`config.mk`:
```
export PLATFORM = sky130hd
export DESIGN_NAME = psu_seq
export DESIGN_NICKNAME = d
export VERILOG_FILES = /design/src/rtl/psu_pkg.sv /design/src/rtl/psu_seq.sv
export SDC_FILE = /design/constraint.sdc
export NUM_CORES = 1
export LEC_CHECK = 0
export ABC_AREA = 1
export BUFFER_PORTS_ARGS = -buffer_cell sky130_fd_sc_hd__clkbuf_2
export CORE_MARGIN = 5
export CORE_UTILIZATION = 45
export DETAILED_ROUTE_END_ITERATION = 8
export HOLD_SLACK_MARGIN = 0.06
export SYNTH_ARGS = -nofsm -noshare
export SYNTH_HDL_FRONTEND = slang
export SYNTH_SLANG_ARGS = --single-unit
```
`constraint.sdc`:
```
create_clock -name clk -period 10.65 [get_ports clk]
set_input_delay 0.5325 -clock clk [delete_from_list [all_inputs] [get_ports clk]]
set_output_delay 0.5325 -clock clk [all_outputs]
set_load 0.02 [all_outputs]
```
`src/rtl/psu_pkg.sv`:
```
// Shared types, constants and codes of the PNG scanline unfilter.
package psu_pkg;

	localparam int MaxRowBytes   = 8192;
	localparam int MaxPixelBytes = 8;
	localparam int AddrW         = $clog2(MaxRowBytes);
	localparam int TapW          = (MaxPixelBytes > 1) ? $clog2(MaxPixelBytes) : 1;
	localparam int WidthW        = 14;
	localparam int HeightW       = 16;
	localparam int DepthW        = 5;
	localparam int KindW         = 3;
	localparam int BppW          = 7;
	localparam int ProdW         = BppW + WidthW;
	localparam int LenW          = ProdW + 1 - 3;
	localparam int CfgIdxW       = 2;
	localparam int CfgDataW      = 16;

	typedef enum logic [2:0] {
		FILT_NONE  = 3'd0,
		FILT_SUB   = 3'd1,
		FILT_UP    = 3'd2,
		FILT_AVG   = 3'd3,
		FILT_PAETH = 3'd4
	} filter_t;

	typedef enum logic [CfgIdxW-1:0] {
		CFG_WIDTH  = 2'd0,
		CFG_HEIGHT = 2'd1,
		CFG_DEPTH  = 2'd2,
		CFG_KIND   = 2'd3
	} cfg_index_t;

	localparam logic [KindW-1:0] KIND_RGB  = 3'd2;
	localparam logic [KindW-1:0] KIND_GA   = 3'd4;
	localparam logic [KindW-1:0] KIND_RGBA = 3'd6;
	localparam logic [7:0]       MaxFilterCode = 8'd4;

	typedef struct packed {
		logic [7:0] encoded_byte;
		logic       frame_start;
	} in_word_t;

	typedef struct packed {
		logic [7:0] pixel_byte;
		logic       row_end;
		logic       image_end;
		logic       bad_filter;
		logic       row_too_long;
	} out_word_t;

	typedef struct packed {
		filter_t             filter;
		logic                up_ok;
		logic                store;
		logic [AddrW-1:0]    addr;
		logic [TapW-1:0]     tap;
		logic                row_end;
		logic                image_end;
		logic                bad_filter;
		logic                row_too_long;
	} ctl_t;

endpackage

```
`src/rtl/psu_seq.sv`:
```
// Configuration registers, row geometry and row and column sequencing.
module psu_seq
	import psu_pkg::*;
(
	input  logic                clk,
	input  logic                arst_n,
	input  logic                cfg_we,
	input  logic [CfgIdxW-1:0]  cfg_index,
	input  logic [CfgDataW-1:0] cfg_data,
	input  logic                fire,
	input  in_word_t            word,
	output logic                is_data,
	output ctl_t                ctl
);

	logic [WidthW-1:0]  width_q;
	logic [HeightW-1:0] height_q;
	logic [DepthW-1:0]  depth_q;
	logic [KindW-1:0]   kind_q;

	logic [HeightW-1:0] row_q;
	logic [LenW-1:0]    col_q;
	filter_t            filter_q;
	logic               bad_q;
	logic               awaiting_q;

	logic [2:0]         mult;
	logic [7:0]         bpp_full;
	logic [BppW-1:0]    bpp;
	logic [ProdW-1:0]   prod;
	logic [ProdW:0]     prod_rnd;
	logic [LenW-1:0]    len_raw;
	logic [LenW-1:0]    row_len;
	logic [4:0]         stride_raw;
	logic [4:0]         stride;
	logic [HeightW-1:0] height;
	logic [HeightW-1:0] row_eff;
	logic               awaiting;
	logic               last_col;
	logic               last_row;
	logic               in_store;
	logic               bad_code;

	always_ff @(posedge clk or negedge arst_n) begin
		if (!arst_n) begin
			width_q  <= WidthW'(1);
			height_q <= HeightW'(1);
			depth_q  <= DepthW'(8);
			kind_q   <= '0;
		end else if (cfg_we) begin
			case (cfg_index_t'(cfg_index))
				CFG_WIDTH:  width_q  <= cfg_data[WidthW-1:0];
				CFG_HEIGHT: height_q <= cfg_data[HeightW-1:0];
				CFG_DEPTH:  depth_q  <= cfg_data[DepthW-1:0];
				CFG_KIND:   kind_q   <= cfg_data[KindW-1:0];
				default: ;
			endcase
		end
	end

	always_comb begin
		case (kind_q)
			KIND_RGB:  mult = 3'd3;
			KIND_GA:   mult = 3'd2;
			KIND_RGBA: mult = 3'd4;
			default:   mult = 3'd1;
		endcase
		bpp_full   = 8'(depth_q) * 8'(mult);
		bpp        = bpp_full[BppW-1:0];
		prod       = ProdW'(bpp) * ProdW'(width_q);
		prod_rnd   = {1'b0, prod} + (ProdW + 1)'(7);
		len_raw    = prod_rnd[ProdW:3];
		row_len    = (len_raw == '0) ? LenW'(1) : len_raw;
		stride_raw = 5'(({1'b0, bpp} + 8'd7) >> 3);
		if (stride_raw == 5'd0) begin
			stride = 5'd1;
		end else if (32'(stride_raw) > MaxPixelBytes) begin
			stride = 5'(MaxPixelBytes);
		end else begin
			stride = stride_raw;
		end
		height   = (height_q == '0) ? HeightW'(1) : height_q;
		awaiting = awaiting_q | word.frame_start;
		row_eff  = word.frame_start ? '0 : row_q;
		last_col = ({1'b0, col_q} + (LenW + 1)'(1)) >= {1'b0, row_len};
		last_row = ({1'b0, row_eff} + (HeightW + 1)'(1)) >= {1'b0, height};
		in_store = 32'(col_q) < MaxRowBytes;
		bad_code = word.encoded_byte > MaxFilterCode;
		is_data  = !awaiting;
	end

	always_comb begin
		ctl.filter       = filter_q;
		ctl.up_ok        = (row_q != '0) && in_store;
		ctl.store        = in_store;
		ctl.addr         = col_q[AddrW-1:0];
		ctl.tap          = TapW'(stride - 5'd1);
		ctl.row_end      = last_col;
		ctl.image_end    = last_col && last_row;
		ctl.bad_filter   = bad_q;
		ctl.row_too_long = 32'(row_len) > MaxRowBytes;
	end

	always_ff @(posedge clk or negedge arst_n) begin
		if (!arst_n) begin
			row_q      <= '0;
			col_q      <= '0;
			filter_q   <= FILT_NONE;
			bad_q      <= 1'b0;
			awaiting_q <= 1'b1;
		end else if (fire) begin
			if (awaiting) begin
				bad_q      <= bad_code;
				filter_q   <= bad_code ? FILT_NONE : filter_t'(word.encoded_byte[2:0]);
				col_q      <= '0;
				row_q      <= row_eff;
				awaiting_q <= 1'b0;
			end else if (last_col) begin
				awaiting_q <= 1'b1;
				col_q      <= '0;
				row_q      <= last_row ? '0 : row_q + HeightW'(1);
			end else begin
				col_q <= col_q + LenW'(1);
			end
		end
	end

endmodule

```
=== After elaboration in Yosys (flattened, before gate mapping) ===
Index checks and enable logic that the tools add are counted.

* Register bits: 78
* Input bits: 31
* Output and inout port bits: 26
* Word-level logic and storage cells: 60

* $add $sub $neg: 7
* $mul: 2
* Order comparisons: 6
* Eq/ne operators: 6
* Muxes and demuxes: 14
* Bitwise gates (word level): 1
* Reduce and logical (&&, ||, !) cells: 15

{| class="wikitable"
|+ Operator list
! operator !! count
|-
| $mux W16 || 5
|-
| $mux W19 || 3
|-
| $add A21 B3 Y22 const B || 1
|-
| $mul A7 B14 Y21 || 1
|-
| $add A19 B1 Y20 const B || 1
|-
| $ge A20 B19 Y1 || 1
|-
| $add A19 B1 Y19 const B || 1
|-
| $gt A19 B14 Y1 const B || 1
|-
| $logic_not A19 Y1 || 1
|-
| $lt A19 B14 Y1 const B || 1
|-
| $add A16 B1 Y17 const B || 1
|-
| $ge A17 B16 Y1 || 1
|-
| $add A16 B1 Y16 const B || 1
|-
| $logic_not A16 Y1 || 1
|-
| $reduce_bool A16 Y1 || 1
|-
| $reduce_and A2 Y1 || 6
|-
| $mux W3 || 3
|-
| $pmux W3 S3 || 1
|-
| $add A7 B3 Y8 const B || 1
|-
| $gt A8 B3 Y1 const B || 1
|-
| $mul A5 B3 Y7 || 1
|-
| $eq A3 B3 Y1 const B || 2
|-
| $gt A5 B4 Y1 const B || 1
|-
| $logic_not A5 Y1 || 1
|-
| other kinds (10) || 13
|}

=== Longest topological paths before layout ===
* Word-level depth: 10
* Mapped depth: 48
* Depth with buffers taken out: 47

=== Least setup slack after synthesis ===
OpenSTA, ideal clock, no wires.

* Path kind: reg2out
* From: reg kind_q[2]
* To: out ctl[2] in the netlist's numbering
* Arrival: 7274 ps
* Data required time: 10118 ps
* Setup slack: 2844 ps
* Cell stages (with the launch flop): 45
* Path buffers: 1
* Path through: dfrtp_1 -> nand2_1 -> inv_1 -> nor3_1 -> nand2_1 -> fa_1 -> inv_1 -> ha_1 -> inv_1 -> fa_1 -> nor2_1 -> a211oi_1 -> inv_1 -> or2_2 -> nand2_1 -> clkbuf_1 -> nor2_1 -> fa_1 -> [... 9 more ...] -> inv_1 -> nand2_1 -> nand2_1 -> a21oi_1 -> nand3_1 -> nand2_1 -> nand2_1 -> nand2_1 -> nor2_1 -> nand4_1 -> nand2_1 -> ha_1 -> nand4_1 -> nor3_1 -> nand2_1 -> nand3_1 -> nand2_1 -> inv_1

{| class="wikitable"
|+ RTL lines
! element !! line !! text
|-
| from (decl) || psu_seq.sv:19 || <nowiki>logic [KindW-1:0] kind_q;</nowiki>
|-
| from (signal assigned) || psu_seq.sv:55 || <nowiki>CFG_KIND: kind_q <= cfg_data[KindW-1:0];</nowiki>
|-
| to (decl) || psu_seq.sv:13 || <nowiki>output ctl_t ctl</nowiki>
|}

==> impl_results.md <==
- Area of placed instances: ~0.010 sq mm
- P per Cell Area: ~210 mW/mm^2
- Number of global-route vias before repair: 8237
- FMAX: approximately 0.11 GHz
- RD Place Congestion: 0.931
- Setup Skew: about 0.014 ns
- P&R area growth vs syn: 7.39%
- Die ar.: approximately 0.024 sq mm
- Worst-path fanout max: 12
- HPWL after detailed placement: around 20 mm
- Core Rows: 53
- Share of total power in the clock network: around 14%
- CORE AREA: 0.0210 sq mm
- Global-route wire length before repair: 40.2 mm
- # DRC: 0
- Status: complete, no violations
- Synth Register Bits: slightly below 80
- Crit Path Class: register to output port
- Switching power: about 1100 uW
- Max-Cap Viols: 0
- Hold_buf cts: 1
- Initial drt markers: between 400 and 500
- Tmin final: around 9.0 ns
- Crit path max-delay cell type: fa_1
- Chip width: about 160 um
- Setup crit start kind: register
- Slew HR: between 30% and 40%
- Clock buffer depth: 2
- Period utilization: a little over four fifths
- Number of enable flip-flop cells after synthesis: 0
- Cts repair resizes: 0
- Clock Tree Root: clkbuf_16
- Drt pass-1 iters: 5
- Sequential share of the synthesized area: 20.4%
- Final WL: 23.8 mm
- Number of I/O port buffers: 56
- Remaining global-route overflow: 0
- Layout cell share with drive strength beyond 1: 7.30%
- Post-route design area: ~0.010 sq mm
- CP arrival: 8.51 ns
- Leading post-synthesis cells by cell area: dfrtp_1 19%, fa_1 14%, nand2_1 13%
- RSZ-0062 raised after global routing: false
- Final Hold Fails: 0
- Synth Instances: ~1400
- Yosys warning count: 0
- CTS tree: done
- Pint: just over 1000 uW
- Peak per-stage delay on the critical path: roughly 0.58 ns
- Largest area contributor in the netlist: dfrtp_1
- Most common cell after layout, fill and taps aside: nand2_1
- CTS sink cnt: around 80
- Leak Pwr: between 0.005 and 0.006 uW
- Vias: 8575
- Top_reg_cell synth: dfrtp_1
- Syn nets: between 1500 and 2000
- Setup TNS: 0 ns
- Clk slew on worst S/H paths: 0.06 ns
- Most frequent cells in the layout: 342 x nand2_1, 293 x inv_1, 148 x nor2_1
- Worst min path class: input port to register
- Sequential share of power: roughly 17%
- Post-synth top area share: about 19%
- Worst path required time: 10.12 ns
- WL per Instance: 14.0 um
- Final nets: roughly 1600
- Die Height: approximately 160 um
- Synth unique cells: about 50
- Total GRT Usage: approximately a fifth
- Peak VDD IR: approximately 0.00011 V
- Routed Antenna Nets: 0
- Clk_lat worst skew: roughly 0.34 ns
- ANT cells: 0
- Switching Fraction: 52.4%
- Final setup viols: 0
- Antenna violations before repair: 0
- H-tree levels: 3
- CTS buffer count: 9
- Mean Syn Cell Area: ~6.9 sq um
- Worst setup EP type: output port
- Min Hold Slack: about 0.43 ns
- Combinational share of power: 68.5%
- Pwr Total: 2150 uW
- Worst-Margin Slew: 0.964 ns
- Vias per cell: about 5.0
- Ys async rst share: 100%
- Final Max Slew Viols: 0
- Largest net degree at the start of global routing: 71
- Synth Cell Area: around 0.0096 sq mm
- Starting Density: between 40% and 50%
- I/O Pins: 57
- Setup bufs post-CTS: 0
-- metal layers --
metal	global-route usage, %	routed length (um)	part of all wire, %
met1	28.7	11400	48
met2	32.8	11000	46
met3	2.88	1070	4.5
met4	4.21	304	1.3
met5	0	0	0
-- logic make-up after synthesis --
| kind of cell | synth area share, % |
|---|---|
| AO/OA/AOI/OAI | 7.63 |
| AND/OR/NAND/NOR | 28.8 |
| buffers and inverters | 14.1 |
| adder cells (fa/ha/maj) | 26.2 |
| flip-flops | 20.4 |
| XOR/XNOR | 2.91 |
-- metrics by stage --
step                      util, %  worst slack [ns]  std cells
after global routing         49.1             0.824       1700
after global placement       47.7              2.16       1683
final                        49.1              1.60       1700
after floorplan                 -              2.84       1390
after detailed placement     47.7              2.03       1683
after CTS                    49.1              1.61       1700
-- worst max-delay path, delay by kind of cell, from the launching register on --
family	cells	cell delay, ns
adders and majority gates	9	3.58
and+or+nand+nor	23	3.20
buffers and inverters	10	0.66
AOI/OAI and AO/OA	2	0.30
DFF	1	0.41
-- layout make-up --
cell class              count  area (sq um)
repair buffers             59           308
multi-input cells         973          6310
clock inverters             4          50.0
clock buffers              12           236
well taps                 275           344
flip-flops and latches     78          1960
fillers                  2201         10700
inverters                 299          1120
-- power groups by stage --
stage | combinational, uW | sequential (uW) | clock [uW]
after detailed placement | 1480 | 372 | 0
after floorplan | 1120 | 356 | 0
final | 1470 | 369 | 309
after global routing | 1720 | 373 | 332
after global placement | 1460 | 372 | 0
after CTS | 1490 | 367 | 319
-- registers in the layout (all words and copies together), names as in the netlist --
| register | flops |
|---|---|
| filter_q | 3 |
| width_q | 14 |
| col_q | 19 |
| bad_q | 1 |
| kind_q | 3 |
| awaiting_q | 1 |
| row_q | 16 |
| height_q | 16 |
| depth_q | 5 |
-- Yosys cell counts, drive strengths merged, types with 2 or more instances --
| cell type | count |
|---|---|
| o21bai | 3 |
| nor3b | 2 |
| a22o | 2 |
| o31ai | 2 |
| o21ai | 78 |
| ha | 96 |
| xnor2 | 8 |
| or2 | 3 |
| nand2 | 347 |
| buf | 20 |
| nand3 | 73 |
| fa | 66 |
| dfstp | 4 |
| xor2 | 24 |
| inv | 298 |
| nor3 | 16 |
| nand4 | 33 |
| nor2 | 154 |
| dfrtp | 74 |
| o41ai | 2 |
| a21oi | 36 |
| clkbuf | 20 |
| nor4 | 8 |
| nand3b | 7 |
| a21boi | 2 |
| and2 | 2 |
-- worst paths after layout --
| path | slack, ns | from | depth (start not counted) | to |
|---|---|---|---|---|
| worst max-delay path | 1.60 | kind_q[0] | 44 | ctl[2] |
| worst min-delay path | 0.43 | word[1] | 2 | filter_q[0] |
| worst max register to register | 2.08 | kind_q[0] | 46 | row_q[3] |
| worst min register to register | 0.49 | height_q[4] | 2 | height_q[4] |
| max in group asynchronous | 8.98 | arst_n | 3 | width_q[8] |
| min in group asynchronous | 0.54 | arst_n | 2 | col_q[6] |
(Power assumes the default switching activity.)
