### config.mk
export PLATFORM = sky130hd
export DESIGN_NAME = psu_recon
export DESIGN_NICKNAME = d
export VERILOG_FILES = /design/src/rtl/psu_pkg.sv /design/src/rtl/psu_recon.sv
export SDC_FILE = /design/constraint.sdc
export NUM_CORES = 1
export LEC_CHECK = 0
export BUFFER_PORTS_ARGS = -buffer_cell sky130_fd_sc_hd__clkbuf_2
export CAP_MARGIN = 40
export CORE_ASPECT_RATIO = 1.5
export CORE_UTILIZATION = 35
export CTS_CLUSTER_SIZE = 16
export DETAILED_ROUTE_END_ITERATION = 7
export GPL_ROUTABILITY_DRIVEN = 1
export SYNTH_ARGS = -nofsm -noshare
export SYNTH_HDL_FRONTEND = slang
export SYNTH_SLANG_ARGS = --single-unit
### constraint.sdc
create_clock -name clk -period 23.7 [get_ports clk]
set_input_delay 3.555 -clock clk [delete_from_list [all_inputs] [get_ports clk]]
set_output_delay 3.555 -clock clk [all_outputs]
set_load 0.005 [all_outputs]
### src/rtl/psu_pkg.sv
// Shared types, constants and codes of the PNG scanline unfilter.
package psu_pkg;

	localparam int MaxRowBytes   = 8192;
	localparam int MaxPixelBytes = 8;
	localparam int AddrW         = $clog2(MaxRowBytes);
	localparam int TapW          = (MaxPixelBytes > 1) ? $clog2(MaxPixelBytes) : 1;
	localparam int WidthW        = 14;
	localparam int HeightW       = 16;
	localparam int DepthW        = 5;
	localparam int KindW         = 3;
	localparam int BppW          = 7;
	localparam int ProdW         = BppW + WidthW;
	localparam int LenW          = ProdW + 1 - 3;
	localparam int CfgIdxW       = 2;
	localparam int CfgDataW      = 16;

	typedef enum logic [2:0] {
		FILT_NONE  = 3'd0,
		FILT_SUB   = 3'd1,
		FILT_UP    = 3'd2,
		FILT_AVG   = 3'd3,
		FILT_PAETH = 3'd4
	} filter_t;

	typedef enum logic [CfgIdxW-1:0] {
		CFG_WIDTH  = 2'd0,
		CFG_HEIGHT = 2'd1,
		CFG_DEPTH  = 2'd2,
		CFG_KIND   = 2'd3
	} cfg_index_t;

	localparam logic [KindW-1:0] KIND_RGB  = 3'd2;
	localparam logic [KindW-1:0] KIND_GA   = 3'd4;
	localparam logic [KindW-1:0] KIND_RGBA = 3'd6;
	localparam logic [7:0]       MaxFilterCode = 8'd4;

	typedef struct packed {
		logic [7:0] encoded_byte;
		logic       frame_start;
	} in_word_t;

	typedef struct packed {
		logic [7:0] pixel_byte;
		logic       row_end;
		logic       image_end;
		logic       bad_filter;
		logic       row_too_long;
	} out_word_t;

	typedef struct packed {
		filter_t             filter;
		logic                up_ok;
		logic                store;
		logic [AddrW-1:0]    addr;
		logic [TapW-1:0]     tap;
		logic                row_end;
		logic                image_end;
		logic                bad_filter;
		logic                row_too_long;
	} ctl_t;

endpackage

### src/rtl/psu_recon.sv
// Predictor stage, left and upper-left histories and output register.
module psu_recon
	import psu_pkg::*;
(
	input  logic             clk,
	input  logic             arst_n,
	input  logic             data_fire,
	input  logic             clear_hist,
	input  ctl_t             ctl,
	input  logic [7:0]       enc_byte,
	input  logic [7:0]       up_byte,
	output logic             ready,
	output logic             ram_we,
	output logic [AddrW-1:0] ram_waddr,
	output logic [7:0]       ram_wdata,
	output logic             out_valid,
	input  logic             out_stall,
	output out_word_t        out_word
);

	logic       s1_valid_q;
	ctl_t       ctl_s1;
	logic [7:0] byte_s1;
	logic [7:0] left_q   [MaxPixelBytes];
	logic [7:0] upleft_q [MaxPixelBytes];

	logic       out_free;
	logic       s1_adv;
	logic [7:0] a;
	logic [7:0] b;
	logic [7:0] c;
	logic [8:0] avg_sum;
	logic [7:0] pred;
	logic [7:0] val;

	function automatic logic [7:0] paeth(input logic [7:0] pa_in, input logic [7:0] pb_in,
			input logic [7:0] pc_in);
		logic signed [9:0] da;
		logic signed [9:0] db;
		logic signed [9:0] dc;
		logic [9:0]        abs_a;
		logic [9:0]        abs_b;
		logic [9:0]        abs_c;
		logic [7:0]        res;
		da    = $signed({2'b00, pb_in}) - $signed({2'b00, pc_in});
		db    = $signed({2'b00, pa_in}) - $signed({2'b00, pc_in});
		dc    = da + db;
		abs_a = (da < 0) ? 10'(-da) : 10'(da);
		abs_b = (db < 0) ? 10'(-db) : 10'(db);
		abs_c = (dc < 0) ? 10'(-dc) : 10'(dc);
		if (abs_a <= abs_b && abs_a <= abs_c) begin
			res = pa_in;
		end else if (abs_b <= abs_c) begin
			res = pb_in;
		end else begin
			res = pc_in;
		end
		return res;
	endfunction

	assign out_free = !out_valid || !out_stall;
	assign s1_adv   = s1_valid_q && out_free;
	assign ready    = !s1_valid_q || out_free;

	always_comb begin
		b       = ctl_s1.up_ok ? up_byte : 8'd0;
		a       = left_q[ctl_s1.tap];
		c       = upleft_q[ctl_s1.tap];
		avg_sum = {1'b0, a} + {1'b0, b};
		case (ctl_s1.filter)
			FILT_SUB:   pred = a;
			FILT_UP:    pred = b;
			FILT_AVG:   pred = avg_sum[8:1];
			FILT_PAETH: pred = paeth(a, b, c);
			default:    pred = 8'd0;
		endcase
		val = byte_s1 + pred;
	end

	assign ram_we    = s1_adv && ctl_s1.store;
	assign ram_waddr = ctl_s1.addr;
	assign ram_wdata = val;

	always_ff @(posedge clk or negedge arst_n) begin
		if (!arst_n) begin
			s1_valid_q <= 1'b0;
		end else if (data_fire) begin
			s1_valid_q <= 1'b1;
		end else if (s1_adv) begin
			s1_valid_q <= 1'b0;
		end
	end

	always_ff @(posedge clk) begin
		if (data_fire) begin
			ctl_s1  <= ctl;
			byte_s1 <= enc_byte;
		end
	end

	always_ff @(posedge clk or negedge arst_n) begin
		if (!arst_n) begin
			for (int k = 0; k < MaxPixelBytes; k++) begin
				left_q[k]   <= 8'd0;
				upleft_q[k] <= 8'd0;
			end
		end else if (clear_hist) begin
			for (int k = 0; k < MaxPixelBytes; k++) begin
				left_q[k]   <= 8'd0;
				upleft_q[k] <= 8'd0;
			end
		end else if (s1_adv) begin
			for (int k = MaxPixelBytes - 1; k > 0; k--) begin
				left_q[k]   <= left_q[k-1];
				upleft_q[k] <= upleft_q[k-1];
			end
			left_q[0]   <= val;
			upleft_q[0] <= b;
		end
	end

	always_ff @(posedge clk or negedge arst_n) begin
		if (!arst_n) begin
			out_valid <= 1'b0;
		end else if (s1_adv) begin
			out_valid <= 1'b1;
		end else if (!out_stall) begin
			out_valid <= 1'b0;
		end
	end

	always_ff @(posedge clk) begin
		if (s1_adv) begin
			out_word.pixel_byte   <= val;
			out_word.row_end      <= ctl_s1.row_end;
			out_word.image_end    <= ctl_s1.image_end;
			out_word.bad_filter   <= ctl_s1.bad_filter;
			out_word.row_too_long <= ctl_s1.row_too_long;
		end
	end

endmodule

* Yosys cells after proc, flatten, opt, wreduce, memory -nomap -nowiden
Index checks and enable logic that the tools add are counted.
Cells by class: add/sub/neg operators 8, $lt $le $gt $ge 7, bitwise gates (word level) 1, muxes and demuxes 21, reduce and logical (&&, ||, !) cells 10, eq/ne operators 5
Operator list (count):
- 64-bit two-way mux | 4
- 8-bit two-way mux | 7
- 8-bit binary-select mux with 3-bit select | 2
- 8-bit one-hot mux with 4 select lines | 1
- 10-bit <= comparator | 3
- 10-bit two-way mux | 3
- 9-bit negator with 10-bit output | 2
- 9-bit by 1-bit less-than comparator with 1-bit output, second input constant | 2
- 8-bit by 8-bit subtractor with 9-bit output | 2
- 9-bit by 9-bit adder with 10-bit output | 1
- 10-bit by 1-bit less-than comparator with 1-bit output, second input constant | 1
- 10-bit negator | 1
- 8-bit by 8-bit adder with 9-bit output | 1
- 8-bit adder | 1
- 3-bit by 2-bit == test with 1-bit output, second input constant | 2
- 4-bit >= comparator, second input constant | 1
- 1-bit two-way mux | 4
- 3-bit NOT with 4-bit output | 1
- 2-bit nonzero test | 2
- 3-bit by 1-bit == test with 1-bit output, second input constant | 1
- 3-bit == test, second input constant | 1
- 1-bit logical AND | 3
- 1-bit logical NOT | 3
- 1-bit logical OR | 2
- 2-bit by 1-bit inequality test with 1-bit output, second input constant | 1
Storage, ports and cells: logic and storage cells 85, register bits 175

* Longest topological paths before layout
Gate-level depths: netlist (run 1).
word-level depth 15, mapped depth 38, gate-level depth less buffers 36

* Least setup slack after synthesis (run 1)
No wires, ideal clock.
path type input to output, start input up_byte[1], end output ram_wdata[7], buffers on the path 0, stages on the path 30, required time 20.145 ns, arrival time 9.706 ns, path slack 10.439 ns, cell sequence and2_1 -> inv_1 -> fa_1 -> xor2_1 -> inv_1 -> ha_1 -> a21oi_1 -> o21bai_1 -> maj3_2 -> maj3_2 -> a2111oi_4 -> a211oi_4 -> nor2_1 -> xnor2_1 -> ha_1 -> a21o_1 -> a21o_1 -> a21oi_1 -> o211ai_1 -> a221oi_1 -> o21ai_0 -> o221ai_1 -> ha_1 -> a21o_1 -> a21oi_1 -> o21bai_1 -> a21oi_1 -> o21ai_0 -> xor2_1 -> xnor2_1
On the way: cells in the longest elaborated chain, start to end 10
RTL lines:
- from (decl) | line psu_recon.sv:11 | input logic [7:0] up_byte,
- 8-bit two-way mux * | line psu_recon.sv:66 | b = ctl_s1.up_ok ? up_byte : 8'd0;
- 8-bit by 8-bit subtractor with 9-bit output | line psu_recon.sv:45 | da = $signed({2'b00, pb_in}) - $signed({2'b00, pc_in});
- 9-bit by 9-bit adder with 10-bit output | line psu_recon.sv:47 | dc = da + db;
- 10-bit negator / 10-bit by 1-bit less-than comparator with 1-bit output (equally long branches) | line psu_recon.sv:50 | abs_c = (dc < 0) ? 10'(-dc) : 10'(dc);
- 10-bit two-way mux | line psu_recon.sv:50
- 10-bit <= comparator (on tied branches) | line psu_recon.sv:53, psu_recon.sv:51
- 8-bit two-way mux / 1-bit logical AND (equally long branches) | line psu_recon.sv:53, psu_recon.sv:51
- 8-bit two-way mux | line psu_recon.sv:51 | if (abs_a <= abs_b && abs_a <= abs_c) begin
- 8-bit one-hot mux with 4 select lines * | line psu_recon.sv:70 | case (ctl_s1.filter)
- 8-bit adder * | line psu_recon.sv:77 | val = byte_s1 + pred;
- to (decl) | line psu_recon.sv:15 | output logic [7:0] ram_wdata,
Every way passes the cells marked *; elsewhere a longest branch is shown, timed or not.

* Final worst setup path (run 1)
Same ends and word-level chain as after synthesis.

==> impl_metrics.toml, run 1 <==
[timing]
rsz0062_at_grt = "false"
achievable-frequency_mhz = 69.7
skew_ps = 14.7
final-setup-viol-count = 0
period_utilization_pct = 60.5
worst_slew_pin_tran_ps = 698
final_period_minus_worst_setup_slack_ps = 14350
slew_viol_final = 0
setup-tns-final_ps = 0
timing.slew.headroom_pct = 53.3
timing.final.hold_violations = 0

[floorplan]
floorplan.die_area_mm2 = 0.0308
ioPinCount = 82
count_of_standard_cell_rows = 77
chipHeight_um = 214
design.core.area_mm2 = 0.0295
dieWidth_um = 144
initial_core_util_pct = 35.7

[grt]
grt_start_max_net_pins = 85
globalRouteTotalUtil_pct = 17.2
grt_pass1_wl_um = 40500
first_global_vias = 7716
antenna_found_initial = 0
globalRouteOverflowTotal = 0

[critical_path]
crit_slowest_cell = "fa_1"
worst_setup_start_kind = "input port"
required_ps = 20150
crit_path_end = "ram_wdata[7]"
crit_path_frequent_cell = "a21oi_1"
timing_worst_setup_path_type = "input port to output pin"
timing.reg2reg.worst_path_depth = 34
crit_arrival_ps = 10790
critPathCaptureType = "output pin"
setup.reg_to_reg.worst_slack_ps = 14170
r2r_start = "ctl_s1[4]$_DFFE_PP_"
critical_path.max_stage_delay_ps = 440
critical_path.max_fanout = 9
worstReg2RegEnd = "left_q[63]$_DFFE_PN0P_"
timing.critical_path.from = "up_byte[1]"

[detailed_routing]
ant_nets = 0
vias = 7927
avgRoutedWirePerCell_um = 16.5
dr.pass1.iters = 6
drt-total-wl_um = 25400
detail_route.iter0.violations = 565
post_drt_via_cell_ratio = 5.13
drc = 0

[synth]
synth_edf_count = 45
synth_ff_type = "dfrtp_1"
synth.ff_latch_count = 175
synthesis.area_mm2 = 0.0105
async_reset_ff_share_pct = 74.3
synthesis.instances = 1086
yosysWarnings = 0
yosysSeqAreaShare_pct = 43.8
syn_avg_cell_area_um2 = 9.69
yosysUniqueCellTypes = 68

[finish]
area_of_the_multi_input_gates_mm2 = 0.00549
num-nets-final = 1258
final_layout_size_suffix_gt1_share_pct = 16.3
area_growth_pct = 13.2
final_util_pct = 40.4
num_antenna_cells = 0
final-seq-area_mm2 = 0.00460
n_fill_cell = 2917
finalNonFillerCells = 1545

[clocking]
cts.repair_timing.setup_buffer_count = 0
cts_tree = "done"
clock_latency_ps = 440
cts_made_buffers = 17
post_cts.resized_instances = 0
cts-root-buf = "clkbuf_16"
cts_hold_repair.buffers = 0
clk_pin_slew_worst_paths_ps = 60
cts.path.max_buffers = 2
cts_num_sinks = 175
htree_num_levels = 4

[job]
cap_viol_max_count = 0

[placement]
io_buffers = 81
gp_routability_congestion = 0.893
detailed_place_hpwl_um = 18300
numPlacedInstances = 1513

[power_and_ir_drop]
power_density_mw_per_mm2 = 74.3
vdd_ir_drop_max_mv = 0.0377
power_leakage_nw = 5.06

[run_status]
run_status = "finished clean"

[min_path]
min-delay-path-class = "flip-flop to flip-flop"
==> area by class of cell <==
type | count | area share (%)
Sequential cell | 175 | 38.7
Timing Repair Buffer | 95 | 5.17
Multi-Input combinational cell | 810 | 46.1
Inverter | 38 | 1.22
Tap cell | 395 | 4.15
Clock buffer | 17 | 3.57
Clock inverter | 15 | 1.12
==> registers in the layout, indices dropped and copies added (netlist names) <==
name	flops
s1_valid_q	1
ctl_s1	12
out_word	12
upleft_q	64
out_valid	1
left_q	64
ram_waddr	13
byte_s1	8
==> stage by stage <==
| stage | setup WS [ps] | area [µm²] | power, mW | hold slack [ps] |
|---|---|---|---|---|
| after floorplan | 10440 | 10500 | 0.537 | 400 |
| after global placement | 9520 | 11200 | 0.611 | 403 |
| after detailed placement | 9330 | 11400 | 0.621 | 405 |
| after CTS | 9310 | 11900 | 0.895 | 421 |
| after global routing | 8690 | 11900 | 0.936 | 428 |
| final | 9350 | 11900 | 0.885 | 418 |
==> cells by family (layout without fill, tap and decap cells) <==
kind of cell	after synthesis	in the layout	share of synthesized area (%)
adder cells (fa/ha/maj)	79	79	9.69
XOR/XNOR	47	47	3.98
multiplexers	53	53	8.95
other	2	4	0.0714
AO/OA/AOI/OAI	244	244	13.9
buffers and inverters	103	165	4.17
AND/OR/NAND/NOR	383	383	15.4
flip-flops	175	175	43.8
==> per-layer routing <==
layer	global-route usage [%]	vias up	part of all wire [%]
li1	-	3874	-
met1	20.4	3870	41
met2	29.9	141	53
met3	2.66	42	2.8
met4	8.30	0	3.2
met5	0	-	0
==> layout by cell type, fill, tap and decap left out, types with 5 or more instances in the layout <==
cell type,count
nand4_1,9
clkbuf_16,17
inv_1,37
nand2_1,272
nor3_1,6
mux4_2,32
o21a_1,7
nand3_1,7
mux2_2,9
buf_4,9
o21ai_0,22
ha_1,70
nand2b_1,11
clkbuf_2,79
xnor2_1,24
o211ai_1,8
nor2_1,40
dfrtp_1,130
mux2i_1,12
fa_1,5
xor2_1,22
edfxtp_1,45
a21o_1,13
a21oi_1,153
and2_1,5
nor2b_1,12
==> power by group <==
| part | internal (mW) | leakage [nW] | total [mW] | switching (mW) |
|---|---|---|---|---|
| Clock | 0.146 | 0.269 | 0.271 | 0.125 |
| Combinational | 0.112 | 2.55 | 0.286 | 0.173 |
| Sequential | 0.322 | 2.24 | 0.329 | 0.00631 |
| Total | 0.580 | 5.06 | 0.885 | 0.305 |
==> worst max-delay path, delay by kind of cell <==
kind / cells / cell delay (ps)
buffers and inverters: 4 / 520
AO/OA/AOI/OAI: 16 / 3330
adder cells (fa/ha/maj): 6 / 2060
AND/OR/NAND/NOR: 2 / 380
XOR/XNOR: 4 / 930
==> worst min path at each step <==
stage | start | endpoint | slack (ps) | cells after the start
6_report | ctl_s1[1]$_DFFE_PP_ | out_word[1]$_DFFE_PP_ | 420 | 0
5_1_grt | ctl_s1[1]$_DFFE_PP_ | out_word[1]$_DFFE_PP_ | 430 | 0
4_1_cts | ctl_s1[1]$_DFFE_PP_ | out_word[1]$_DFFE_PP_ | 420 | 0
3_5_place_dp | ctl_s1[1]$_DFFE_PP_ | out_word[1]$_DFFE_PP_ | 400 | 0
3_3_place_gp | ctl_s1[0]$_DFFE_PP_ | out_word[0]$_DFFE_PP_ | 400 | 0
2_1_floorplan | ctl_s1[0]$_DFFE_PP_ | out_word[0]$_DFFE_PP_ | 400 | 0
==> cells in the mapped netlist, drive strengths merged, types with 3 or more instances <==
library cell	n	area share, %
inv	38	1.4
nor3	6	0.29
or2	3	0.18
o211ai	8	0.57
ha	70	8.3
a21oi	156	7.5
o21ai	22	1.0
nor2b	12	0.71
fa	5	0.95
a31oi	3	0.24
mux2	9	0.96
maj3	4	0.42
nor2	41	1.5
o31ai	4	0.29
o31a	3	0.25
and3	5	0.34
o21bai	4	0.29
xor2	22	1.8
mux4	32	6.8
mux2i	12	1.1
xnor2	25	2.2
nand4	9	0.54
o22ai	3	0.18
edfxtp	45	13
nand2b	11	0.65
a211o	3	0.25
a21o	13	0.93
nand2	273	9.7
buf	21	1.2
o21a	7	0.50
and2	5	0.30
clkbuf	44	1.6
a211oi	3	0.38
a21boi	5	0.43
nand3	7	0.33
dfrtp	130	31
Power figures use the tool's default switching activity.
==> inputs of run 2 (changes only) <==
clock period = 12.35 ns   (was 23.7 ns; I/O delays follow)
==> impl_metrics.toml, run 2 (synthesis results as in run 1) <==
[run_status]
run_status = "finished clean"

[placement]
io_buffers = 81
gp_routability_congestion = 0.909
numPlacedInstances = 1514
detailed_place_hpwl_um = 18600

[grt]
antenna_found_initial = 0
first_global_vias = 7905
use_met2_pct = 30.6
globalRouteOverflowTotal = 0
met3_grt_util_pct = 3.01
globalRoute.busiestLayer = "met2"
grtUsageMet1_pct = 20.9
grt_start_max_net_pins = 88
globalRouteTotalUtil_pct = 17.7
grt_pass1_wl_um = 41700

[clocking]
cts.path.max_buffers = 2
cts_tree = "done"
clock_latency_ps = 450
htree_num_levels = 4
post_cts.resized_instances = 0
cts_num_sinks = 175
cts_hold_repair.buffers = 0
cts_made_buffers = 17
clk_pin_slew_worst_paths_ps = 60
cts-root-buf = "clkbuf_16"
cts.repair_timing.setup_buffer_count = 0

[critical_path]
critical_path.max_fanout = 32
worst_setup_start_kind = "flip-flop"
critPathCaptureType = "output pin"
crit_slowest_cell = "mux4_2"
r2r_start = "ctl_s1[5]$_DFFE_PP_"
timing.critical_path.from = "ctl_s1[5]$_DFFE_PP_"
worstReg2RegEnd = "left_q[63]$_DFFE_PN0P_"
crit_arrival_ps = 9310
critical_path.max_stage_delay_ps = 570
setup.reg_to_reg.worst_slack_ps = 3070
timing.reg2reg.worst_path_depth = 36
timing_worst_setup_path_type = "flip-flop to output pin"
required_ps = 10500

[power_and_ir_drop]
total_power_mw = 1.72
power_leakage_nw = 5.07
power_density_mw_per_mm2 = 144
vdd_ir_drop_max_mv = 0.0759

[timing]
timing.final.hold_violations = 0
period_utilization_pct = 90.4
final_period_minus_worst_setup_slack_ps = 11170
rsz0062_at_grt = "false"
timing.slew.headroom_pct = 44.9
achievable-frequency_mhz = 89.6
skew_ps = 14.0
slew_viol_final = 0
worst_slew_pin_tran_ps = 827
setup-tns-final_ps = 0
final-setup-viol-count = 0

[min_path]
worstHoldEndpoint = "out_word[1]$_DFFE_PP_"
timing.hold.worst.start = "ctl_s1[1]$_DFFE_PP_"
worst_hold_path.num_cells = 0
min-delay-path-class = "flip-flop to flip-flop"

[detailed_routing]
ant_nets = 0
post_drt_via_cell_ratio = 5.15
vias = 7959
avgRoutedWirePerCell_um = 16.6
detail_route.iter0.violations = 536
dr.pass1.iters = 4
drc = 0
drt-total-wl_um = 25700

[floorplan]
ioPinCount = 82
initial_core_util_pct = 35.7
count_of_standard_cell_rows = 77
floorplan.die_area_mm2 = 0.0308
design.core.area_mm2 = 0.0295
dieWidth_um = 144
chipHeight_um = 214

[finish]
final_layout_size_suffix_gt1_share_pct = 16.4
area_growth_pct = 13.4
mostFrequentLayoutCells = "nand2_1 (272), a21oi_1 (153), dfrtp_1 (130)"
final_util_pct = 40.5
num_antenna_cells = 0
num-nets-final = 1259
final_common_cell = "nand2_1"
finalNonFillerCells = 1546

[job]
cap_viol_max_count = 0
run 2: through the flow:
step | setup slack (ps) | hold WS (ps) | instance area [µm²]
3_5_place_dp | 1440 | 405 | 11300
6_report | 1180 | 420 | 11900
2_1_floorplan | 2490 | 400 | 10500
4_1_cts | 1110 | 421 | 11900
5_1_grt | 402 | 434 | 11900
3_3_place_gp | 1600 | 401 | 11200
run 2: final cells by class:
class | instances | area (µm²)
well taps | 395 | 494
clock buffers | 19 | 453
multi-input cells | 810 | 5490
fillers | 2903 | 17600
repair buffers | 96 | 603
flip-flops and latches | 175 | 4600
clock inverters | 13 | 135
inverters | 38 | 145
run 2: worst max path at each step:
| stage | slack, ps | cells past startpoint | endpoint |
|---|---|---|---|
| after floorplan | 2490 | 30 | ram_wdata[7] |
| after global placement | 1600 | 32 | ram_wdata[7] |
| after detailed placement | 1440 | 32 | ram_wdata[7] |
| after CTS | 1110 | 35 | ram_wdata[7] |
| after global routing | 400 | 35 | ram_wdata[7] |
| final | 1180 | 35 | ram_wdata[7] |
run 2: worst max-delay path: cells and delay by family (launching register included):
family | cells | cell delay, ps
buffers and inverters | 5 | 940
adder cells (fa/ha/maj) | 7 | 2250
AO/OA/AOI/OAI | 16 | 3350
flip-flops | 1 | 330
multiplexers | 2 | 890
AND/OR/NAND/NOR | 1 | 160
XOR/XNOR | 4 | 950
run 2: where the power goes:
group          total (mW)  switching [mW]  internal, mW  leakage (nW)
combinational       0.545           0.329         0.216          2.55
clock               0.538           0.230         0.308         0.286
sequential          0.633          0.0144         0.619          2.24
run 2: metal layers:
layer | up-vias | part of all wire (%)
met3 | 56 | 2.7
met1 | 3878 | 41
met5 | - | 0
met4 | 0 | 4.1
met2 | 155 | 52
li1 | 3870 | -
==> inputs of run 3 (changes only) <==
PLACE_DENSITY = 0.51   (was default)
==> impl_metrics.toml, run 3 (synthesis results as in run 1) <==
[critical_path]
setup.reg_to_reg.worst_slack_ps = 2820
required_ps = 10500
worstReg2RegEnd = "left_q[63]$_DFFE_PN0P_"
crit_slowest_cell = "mux4_2"
critical_path.max_fanout = 28
crit_arrival_ps = 9550
r2r_start = "ctl_s1[4]$_DFFE_PP_"
worst_setup_start_kind = "flip-flop"
timing.reg2reg.worst_path_depth = 34
timing_worst_setup_path_type = "flip-flop to output pin"
critical_path.max_stage_delay_ps = 580
critPathCaptureType = "output pin"

[timing]
skew_ps = 14.6
setup-tns-final_ps = 0
final_period_minus_worst_setup_slack_ps = 11400
final-setup-viol-count = 0
slew_viol_final = 0
worst_slew_pin_tran_ps = 879
achievable-frequency_mhz = 87.7
period_utilization_pct = 92.3
timing.final.hold_violations = 0
timing.slew.headroom_pct = 41.4
rsz0062_at_grt = "false"

[finish]
final_common_cell = "nand2_1"
final_layout_size_suffix_gt1_share_pct = 16.3
area_growth_pct = 13.0
mostFrequentLayoutCells = "nand2_1 (272), a21oi_1 (153), dfrtp_1 (130)"
final-seq-area_mm2 = 0.00460
n_fill_cell = 2930
num_antenna_cells = 0
finalNonFillerCells = 1544
area_of_the_multi_input_gates_mm2 = 0.00549
num-nets-final = 1257

[floorplan]
dieWidth_um = 144
initial_core_util_pct = 35.7
design.core.area_mm2 = 0.0295
count_of_standard_cell_rows = 77
chipHeight_um = 214
floorplan.die_area_mm2 = 0.0308
ioPinCount = 82

[detailed_routing]
drc = 0
post_drt_via_cell_ratio = 5.19
ant_nets = 0
detail_route.iter0.violations = 498
drt-total-wl_um = 27000
vias = 8015
avgRoutedWirePerCell_um = 17.5
dr.pass1.iters = 5

[clocking]
cts.path.max_buffers = 2
clk_pin_slew_worst_paths_ps = 70
cts-root-buf = "clkbuf_16"
cts_made_buffers = 17
cts_hold_repair.buffers = 0
cts_num_sinks = 175
cts.repair_timing.setup_buffer_count = 0
post_cts.resized_instances = 0
clock_latency_ps = 440
cts_tree = "done"
htree_num_levels = 4

[min_path]
min-delay-path-class = "flip-flop to flip-flop"
timing.hold.worst.start = "ctl_s1[0]$_DFFE_PP_"
worst_hold_path.num_cells = 0
worstHoldEndpoint = "out_word[0]$_DFFE_PP_"

[grt]
grt_pass1_wl_um = 43300
first_global_vias = 8057
grt_start_max_net_pins = 88
globalRouteTotalUtil_pct = 18.4
globalRouteOverflowTotal = 0
antenna_found_initial = 0

[power_and_ir_drop]
power_density_mw_per_mm2 = 145
power_leakage_nw = 5.06
vdd_ir_drop_max_mv = 0.0677
total_power_mw = 1.72

[job]
cap_viol_max_count = 0

[placement]
numPlacedInstances = 1512
gp_routability_congestion = 0.848
io_buffers = 81
detailed_place_hpwl_um = 19500

[run_status]
run_status = "finished clean"
## run 3: cell type report
type                       count  share of cell area (%)
clock buffer                  19                    3.64
clock inverter                13                    1.28
inverter                      38                    1.22
multi-input combinational    810                    46.2
sequential                   175                    38.7
tap                          395                    4.16
timing repair buffer          94                    4.75
## run 3: per-stage QoR
step	hold slack (ps)	util, %	cell area [µm²]	setup slack [ps]
finish	425	40.3	11900	945
global route	441	40.3	11900	399
CTS	426	40.3	11900	894
detailed placement	408	38.3	11300	1270
global placement	405	38.1	11200	1350
floorplan	400	-	10500	2490
## run 3: worst max-delay path: cells and delay by family, from the launching register on
family          cells  cell delay, ps
compound gates     15            3440
xor+xnor            4             970
fa+ha+maj           7            2260
buf+inv             3             820
flops               1             460
mux                 2             930
simple gates        2             210
## run 3: worst max path at each step
stage	start	to	slack (ps)	cells past startpoint
floorplan	up_byte[1]	ram_wdata[7]	2490	30
global placement	up_byte[0]	ram_wdata[7]	1350	32
detailed placement	up_byte[0]	ram_wdata[7]	1270	31
CTS	ctl_s1[4]$_DFFE_PP_	ram_wdata[7]	890	32
global route	ctl_s1[4]$_DFFE_PP_	ram_wdata[7]	400	33
finish	ctl_s1[4]$_DFFE_PP_	ram_wdata[7]	950	33
## run 3: layer usage
layer / vias up / global-route usage [%] / share of wire (%)
li1: 3857 / - / -
met1: 3992 / 22.3 / 42
met2: 128 / 31.8 / 52
met3: 38 / 3.17 / 2.7
met4: 0 / 7.70 / 3.2
met5: - / 0 / 0
## run 3: power by group
part	internal, mW	switching, mW
registers	0.619	0.0147
logic	0.215	0.326
clock network	0.303	0.240
